### config.mk
export PLATFORM = sky130hd
export DESIGN_NAME = escape_sequence_unescaper
export DESIGN_NICKNAME = d
export VERILOG_FILES = /design/src/design/escu_pkg.sv /design/src/design/escu_decode.sv /design/src/design/escape_sequence_unescaper.sv
export SDC_FILE = /design/constraint.sdc
export NUM_CORES = 1
export LEC_CHECK = 0
export BUFFER_PORTS_ARGS = -buffer_cell sky130_fd_sc_hd__buf_2
export CAP_MARGIN = 0
export CORE_MARGIN = 2
export CORE_UTILIZATION = 35
export CTS_CLUSTER_SIZE = 10
export DETAILED_ROUTE_END_ITERATION = 10
export PLACE_DENSITY = 0.47
export SLEW_MARGIN = 20
export SYNTH_ARGS = -nofsm -noshare
export SYNTH_HDL_FRONTEND = slang
export SYNTH_SLANG_ARGS = --single-unit
### constraint.sdc
create_clock -name clock -period 3.9 [get_ports clock]
set_clock_uncertainty 0.2 [all_clocks]
set_input_delay 0.78 -clock clock [delete_from_list [all_inputs] [get_ports clock]]
set_output_delay 0.78 -clock clock [all_outputs]
set_load 0.01 [all_outputs]
### src/design/escu_pkg.sv
// Shared types and character constants for the escape sequence unescaper.
// Used by escu_decode and escape_sequence_unescaper; depends on nothing.
package escu_pkg;

   localparam int unsigned MaxOut = 4;   // most bytes one input byte can produce
   localparam int unsigned CntW   = 3;   // holds 0..MaxOut

   localparam logic [7:0] CH_BACKSLASH = 8'h5C;
   localparam logic [7:0] CH_QUOTE     = 8'h22;
   localparam logic [7:0] CH_CARET     = 8'h5E;
   localparam logic [7:0] CH_AT        = 8'h40;
   localparam logic [7:0] CH_UNDER     = 8'h5F;
   localparam logic [7:0] CH_QMARK     = 8'h3F;
   localparam logic [7:0] CH_LOWER_U   = 8'h75;
   localparam logic [7:0] CH_UPPER_U   = 8'h55;
   localparam logic [7:0] CH_ZERO      = 8'h30;
   localparam logic [7:0] CH_NINE      = 8'h39;
   localparam logic [7:0] CH_UPPER_A   = 8'h41;
   localparam logic [7:0] CH_UPPER_F   = 8'h46;
   localparam logic [7:0] CH_LOWER_A   = 8'h61;
   localparam logic [7:0] CH_LOWER_F   = 8'h66;
   localparam logic [7:0] CH_DEL       = 8'h7F;

   localparam logic [3:0] DIGITS_SHORT = 4'd4;
   localparam logic [3:0] DIGITS_LONG  = 4'd8;

   localparam logic [31:0] CP_MAX      = 32'h0010_FFFF;
   localparam logic [31:0] SURR_LO     = 32'h0000_D800;
   localparam logic [31:0] SURR_HI     = 32'h0000_DFFF;

   // Everything one request produces, handed from the decoder to the output buffer.
   typedef struct packed {
      logic [CntW-1:0]         count;
      logic [MaxOut-1:0][7:0]  bytes;   // bytes[0] goes out first
      logic                    err;
      logic                    str_end;
   } result_type;

endpackage

### src/design/escu_decode.sv
// Escape parser: holds the parse state and turns one request byte into up to
// four result bytes combinationally. Depends on escu_pkg.
module escu_decode (
   input  logic                clock,
   input  logic                reset,
   input  logic                advance,
   input  logic [7:0]          in_byte,
   input  logic                in_last,
   output escu_pkg::result_type result
);
   import escu_pkg::*;

   typedef enum logic [1:0] {
      MODE_NORMAL,
      MODE_ESC,
      MODE_CARET,
      MODE_HEX
   } mode_type;

   mode_type    mode_ff, mode_in;
   logic [3:0]  digits_ff, digits_in;
   logic [31:0] acc_ff, acc_in;

   logic        hex_ok;
   logic [3:0]  hex_val;
   logic [31:0] acc_next;
   logic [3:0]  digits_dec;

   always_comb begin
      hex_ok  = 1'b1;
      hex_val = 4'd0;
      if (in_byte >= CH_ZERO && in_byte <= CH_NINE) begin
         hex_val = 4'(in_byte - CH_ZERO);
      end else if (in_byte >= CH_UPPER_A && in_byte <= CH_UPPER_F) begin
         hex_val = 4'(in_byte - CH_UPPER_A + 8'd10);
      end else if (in_byte >= CH_LOWER_A && in_byte <= CH_LOWER_F) begin
         hex_val = 4'(in_byte - CH_LOWER_A + 8'd10);
      end else begin
         hex_ok = 1'b0;
      end
   end

   assign acc_next   = {acc_ff[27:0], hex_val};
   assign digits_dec = digits_ff - 4'd1;

   always_comb begin
      mode_in        = mode_ff;
      digits_in      = digits_ff;
      acc_in         = acc_ff;
      result         = '0;
      result.str_end = in_last;

      unique case (mode_ff)
         MODE_NORMAL: begin
            if (in_byte == CH_BACKSLASH) begin
               mode_in = MODE_ESC;
            end else begin
               result.count    = CntW'(1);
               result.bytes[0] = in_byte;
            end
         end
         MODE_ESC: begin
            mode_in      = MODE_NORMAL;
            result.count = CntW'(1);
            case (in_byte) inside
               CH_ZERO:      result.bytes[0] = 8'd0;
               8'h61:        result.bytes[0] = 8'd7;    // a
               8'h62:        result.bytes[0] = 8'd8;    // b
               8'h74:        result.bytes[0] = 8'd9;    // t
               8'h6E:        result.bytes[0] = 8'd10;   // n
               8'h76:        result.bytes[0] = 8'd11;   // v
               8'h66:        result.bytes[0] = 8'd12;   // f
               8'h72:        result.bytes[0] = 8'd13;   // r
               8'h65:        result.bytes[0] = 8'd27;   // e
               CH_QUOTE:     result.bytes[0] = CH_QUOTE;
               CH_BACKSLASH: result.bytes[0] = CH_BACKSLASH;
               CH_CARET: begin
                  mode_in      = MODE_CARET;
                  result.count = '0;
               end
               CH_LOWER_U, CH_UPPER_U: begin
                  mode_in      = MODE_HEX;
                  digits_in    = (in_byte == CH_LOWER_U) ? DIGITS_SHORT : DIGITS_LONG;
                  acc_in       = '0;
                  result.count = '0;
               end
               default: result.err = 1'b1;
            endcase
         end
         MODE_CARET: begin
            mode_in      = MODE_NORMAL;
            result.count = CntW'(1);
            if (in_byte >= CH_AT && in_byte <= CH_UNDER) begin
               result.bytes[0] = in_byte - CH_AT;
            end else if (in_byte == CH_QMARK) begin
               result.bytes[0] = CH_DEL;
            end else begin
               result.err = 1'b1;
            end
         end
         MODE_HEX: begin
            if (!hex_ok) begin
               mode_in      = MODE_NORMAL;
               digits_in    = '0;
               result.count = CntW'(1);
               result.err   = 1'b1;
            end else begin
               acc_in    = acc_next;
               digits_in = digits_dec;
               if (digits_dec == 4'd0 || digits_dec > DIGITS_LONG) begin
                  digits_in = '0;
                  mode_in   = MODE_NORMAL;
                  // UTF-8 encode; out-of-range and surrogate values are errors
                  if (acc_next > CP_MAX || (acc_next >= SURR_LO && acc_next <= SURR_HI)) begin
                     result.count = CntW'(1);
                     result.err   = 1'b1;
                  end else if (acc_next < 32'h80) begin
                     result.count    = CntW'(1);
                     result.bytes[0] = acc_next[7:0];
                  end else if (acc_next < 32'h800) begin
                     result.count    = CntW'(2);
                     result.bytes[0] = {3'b110, acc_next[10:6]};
                     result.bytes[1] = {2'b10, acc_next[5:0]};
                  end else if (acc_next < 32'h1_0000) begin
                     result.count    = CntW'(3);
                     result.bytes[0] = {4'b1110, acc_next[15:12]};
                     result.bytes[1] = {2'b10, acc_next[11:6]};
                     result.bytes[2] = {2'b10, acc_next[5:0]};
                  end else begin
                     result.count    = CntW'(4);
                     result.bytes[0] = {5'b11110, acc_next[20:18]};
                     result.bytes[1] = {2'b10, acc_next[17:12]};
                     result.bytes[2] = {2'b10, acc_next[11:6]};
                     result.bytes[3] = {2'b10, acc_next[5:0]};
                  end
               end
            end
         end
         default: begin
            mode_in = MODE_NORMAL;
         end
      endcase

      // string ended inside an escape: nothing was produced above in that case
      if (in_last && mode_in != MODE_NORMAL) begin
         result.count = CntW'(1);
         result.bytes = '0;
         result.err   = 1'b1;
         mode_in      = MODE_NORMAL;
         digits_in    = '0;
      end
   end

   always_ff @(posedge clock) begin
      if (reset) begin
         mode_ff   <= MODE_NORMAL;
         digits_ff <= '0;
         acc_ff    <= '0;
      end else if (advance) begin
         mode_ff   <= mode_in;
         digits_ff <= digits_in;
         acc_ff    <= acc_in;
      end
   end

endmodule

### src/design/escape_sequence_unescaper.sv
// Top level of the escape sequence unescaper: parser plus a four-byte result
// buffer that drains one byte per cycle while rsp_tready is high. Depends on
// escu_pkg and escu_decode.
//   channel | direction | tdata          | tuser                    | tlast
//   req     | in        | [7:0] in_byte  | -                        | in_last
//   rsp     | out       | [7:0] out_byte | [0] run_last, [1] error  | string_end
//
// A request is parsed in the cycle it is taken; its results sit in the result
// buffer from the next cycle on, one leaving per cycle while rsp is ready.
// Single-byte results sustain one request per cycle while rsp_tready is high.
// A multi-byte UTF-8 result holds off requests until its last byte leaves.
// req_tready is high when the buffer is empty or its last byte leaves now.
// Synchronous reset returns the parser to normal mode and empties the buffer.
module escape_sequence_unescaper (
   input  logic       clock,
   input  logic       reset,
   input  logic       req_tvalid,
   output logic       req_tready,
   input  logic [7:0] req_tdata,    // [7:0] in_byte
   input  logic       req_tlast,
   output logic       rsp_tvalid,
   input  logic       rsp_tready,
   output logic [7:0] rsp_tdata,    // [7:0] out_byte
   output logic [1:0] rsp_tuser,    // [0] run_last, [1] error
   output logic       rsp_tlast
);
   import escu_pkg::*;

   result_type             dec_result;
   logic [MaxOut-1:0][7:0] buf_ff;
   logic [CntW-1:0]        cnt_ff;
   logic                   err_ff;
   logic                   end_ff;
   logic                   req_fire;
   logic                   rsp_fire;
   logic                   final_one;

   assign final_one  = (cnt_ff == CntW'(1));
   assign rsp_tvalid = (cnt_ff != '0);
   assign req_tready = (cnt_ff == '0) || (final_one && rsp_tready);
   assign req_fire   = req_tvalid && req_tready;
   assign rsp_fire   = rsp_tvalid && rsp_tready;

   escu_decode u_decode (
      .clock   (clock),
      .reset   (reset),
      .advance (req_fire),
      .in_byte (req_tdata),
      .in_last (req_tlast),
      .result  (dec_result)
   );

   assign rsp_tdata    = buf_ff[0];
   assign rsp_tuser[0] = final_one;
   assign rsp_tuser[1] = err_ff;
   assign rsp_tlast    = end_ff && final_one;

   always_ff @(posedge clock) begin
      if (reset) begin
         cnt_ff <= '0;
      end else if (req_fire) begin
         cnt_ff <= dec_result.count;
      end else if (rsp_fire) begin
         cnt_ff <= cnt_ff - CntW'(1);
      end
   end

   always_ff @(posedge clock) begin
      if (req_fire) begin
         buf_ff <= dec_result.bytes;
         err_ff <= dec_result.err;
         end_ff <= dec_result.str_end;
      end else if (rsp_fire) begin
         buf_ff <= {8'h00, buf_ff[MaxOut-1:1]};
      end
   end

endmodule

==> results.toml <==
[logic_synthesis]
synth-simple-area-share = 0.239
synthMostInstantiatedCell = "nor2_1"
synth_top_cell_by_area = "edfxtp_1"
synth-edff-count = 31
synthXorXnorAreaFrac = 0.0123
synth_top_area_share = 0.219
synth.area.top_cells = "edfxtp_1 22%, dfxtp_1 17%, nor2_1 5.4%"
synth_common_cells = "61 x nor2_1, 49 x nand2_1, 37 x dfxtp_1"
syn_avg_cell_area_um2 = 8.53
synthFlopType = "dfxtp_1"
muxShareOfSynthArea = 0.00470
yosys_warnings = 0
ys_seq_area_frac = 0.393
synthAdderAreaFrac = 0.0353
synth-seq-cells = 68
synth_fp_nets = 524
synth_cells = 499
synthArstFlopShare = 0
synthesis.area_mm2 = 0.00426
synth_compound_area_frac = 0.252
synth.distinct_cells = 70
synth_top_family_by_area = "compound AO/OA/AOI/OAI gates"

[detailed_routing]
drt_iter0_drc = 333
routedWlPerCell_um = 18.4
via_count = 3806
vias_per_cell = 5.75
first_pass_iters = 5
wl_mm = 12.2
drc = 0
ant_nets = 0

[finish]
antennaDiodeCount = 0
nets = 535
nFillCells = 1195
area_delta_synth_final_pct = 12.7
drive_gt1_frac = 0.140
stdcell_area_mm2 = 0.00479

[sta]
hold_violations = 0
maxSlewHeadroom = 0.513
final_max_slew_viol_count = 0
min_period_ns = 3.40
post-route-period-util = 0.872
rsz0062_at_grt = "no"
setup_viol = 0
maxClockFrequency_ghz = 0.294
setup_tns_ns = 0
tightest_slew_ns = 0.731
final.setup.worst_slack_ns = 0.500

[setup_path]
arrival_ns = 3.39
r2r_start = "u_decode.digits_ff[0]"
cp-start-kind = "input port"
cp-end-kind = "flip-flop"
worstSetupStartpoint = "req_tdata[7]"
required_ns = 3.89
worstSetupPathType = "in2reg"
cp_max_fo = 12

[clock_tree]
cts-buffers-inserted = 9
path_clk_slew_ns = 0.06
htreeDepth = 3
cts_setup_buffers = 0
insertion_delay_ns = 0.34
clockBufferDepth = 2
root_buffer = "clkbuf_16"
cts-resized-gates = 0
tritoncts = "built"
cts.sink_count = 68
cts_hold_buffers = 0

[grt]
grt_pass1_vias = 3575
grt_max_degree = 39
antenna_found_initial = 0
grt_use_total = 0.196
grt_pass1_wl_mm = 19.7
gr-total-overflow = 0

[floorplanning]
row_count = 40
die_h_um = 114
core_mm2 = 0.0120
dieArea_mm2 = 0.0131
ios = 26
die_w_um = 114
start_util = 0.356

[placement]
portBuffers = 25
dp_slack_ns = 0.170
dp_hpwl_mm = 8.72
placed_area_mm2 = 0.00447
routabilityCongestion = 0.894

[run]
maxCapViolCount = 0

[power]
ir_worst_vdd_mv = 0.509
p_leak_nw = 1.78
power_density_mw_per_mm2 = 530

[hold_path]
holdCritStartpoint = "cnt_ff[1]"
hold_class = "reg2reg"

[status]
outcome = "finished clean"
logic make-up (layout without fill, tap and decap cells):
kind of cell,Yosys count,after routing
xor gates and xnor gates,6,6
buffers and inverters,58,74
adders and majority gates,12,12
muxes,2,2
DFF,68,68
AOI/OAI and AO/OA,152,152
and+or+nand+nor,201,201
sequential cells by signal (all words and copies together), names as in the netlist:
signal              count
err_ff                  1
end_ff                  1
buf_ff                 21
rsp_tdata               8
u_decode.digits_ff      4
cnt_ff                  3
u_decode.mode_ff        2
u_decode.acc_ff        28
area by class of cell:
type	count	area, um2	share of cell area
clock buffer	10	239	0.0498
clock inverter	6	87.6	0.0183
inverter	19	71.3	0.0149
multi-input combinational	373	2310	0.482
sequential	68	1670	0.349
tap	147	184	0.0384
timing repair buffer	39	230	0.0480
routing by layer:
| layer | up-vias | global-route usage | part of all wire |
|---|---|---|---|
| met5 | - | 0 | 0 |
| met4 | 0 | 0.0602 | 0.013 |
| met3 | 9 | 0.0381 | 0.040 |
| met2 | 83 | 0.305 | 0.46 |
| met1 | 1844 | 0.274 | 0.48 |
| li1 | 1870 | - | - |
path summary, 6_finish.rpt:
| check | cells after the start | to | slack (ns) |
|---|---|---|---|
| worst min register to register | 1 | cnt_ff[1] | 0.30 |
| worst max-delay path | 10 | buf_ff[8] | 0.50 |
| worst min-delay path | 1 | cnt_ff[1] | 0.30 |
| worst max register to register | 9 | buf_ff[8] | 0.96 |
placed cells by master (no fill, tap or decap), types with 5 or more instances in the layout:
cell type,Yosys,layout
clkbuf_16,0,9
and3_1,6,6
a22oi_1,30,30
o211ai_1,10,10
a31oi_1,8,8
o21ai_0,21,21
ha_1,12,12
buf_4,10,14
nor3_1,15,15
inv_1,19,19
dfxtp_1,37,37
a21oi_1,33,33
nor2_1,61,61
buf_2,2,25
nor4_1,6,6
nor2b_1,5,5
edfxtp_1,31,31
o31ai_2,6,6
nand2b_1,8,8
o31ai_1,7,7
nand2_1,49,49
nand3_1,13,13
nand4_1,5,5
and2_1,7,7
critical path: stages:
cell and delay, ns:
buf_2 0.13, inv_1 0.13, ha_1 0.19, or4b_4 0.47, a221oi_4 0.30, nor2_4 0.10, a311o_1 0.36, or3_4 0.50
or2_4 0.28, o21ai_1 0.15
per-stage QoR:
step | util | std cells | total power (W) | hold WS [ns]
global placement | 0.374 | 646 | 0.00168 | 0.283
detailed placement | 0.374 | 646 | 0.00169 | 0.289
finish | 0.401 | 662 | 0.00254 | 0.299
floorplan | - | 499 | 0.00152 | 0.266
global route | 0.401 | 662 | 0.00269 | 0.323
CTS | 0.401 | 662 | 0.00257 | 0.302
where the power goes:
group          total [W]  internal (W)  leakage, nW  switching [W]
clock network   0.000880      0.000575        0.152       0.000305
registers        0.00103      0.000981        0.611      0.0000535
logic           0.000628      0.000219         1.01       0.000409
total            0.00254       0.00177         1.78       0.000768
No activity file was read; power rests on OpenSTA's default activity.
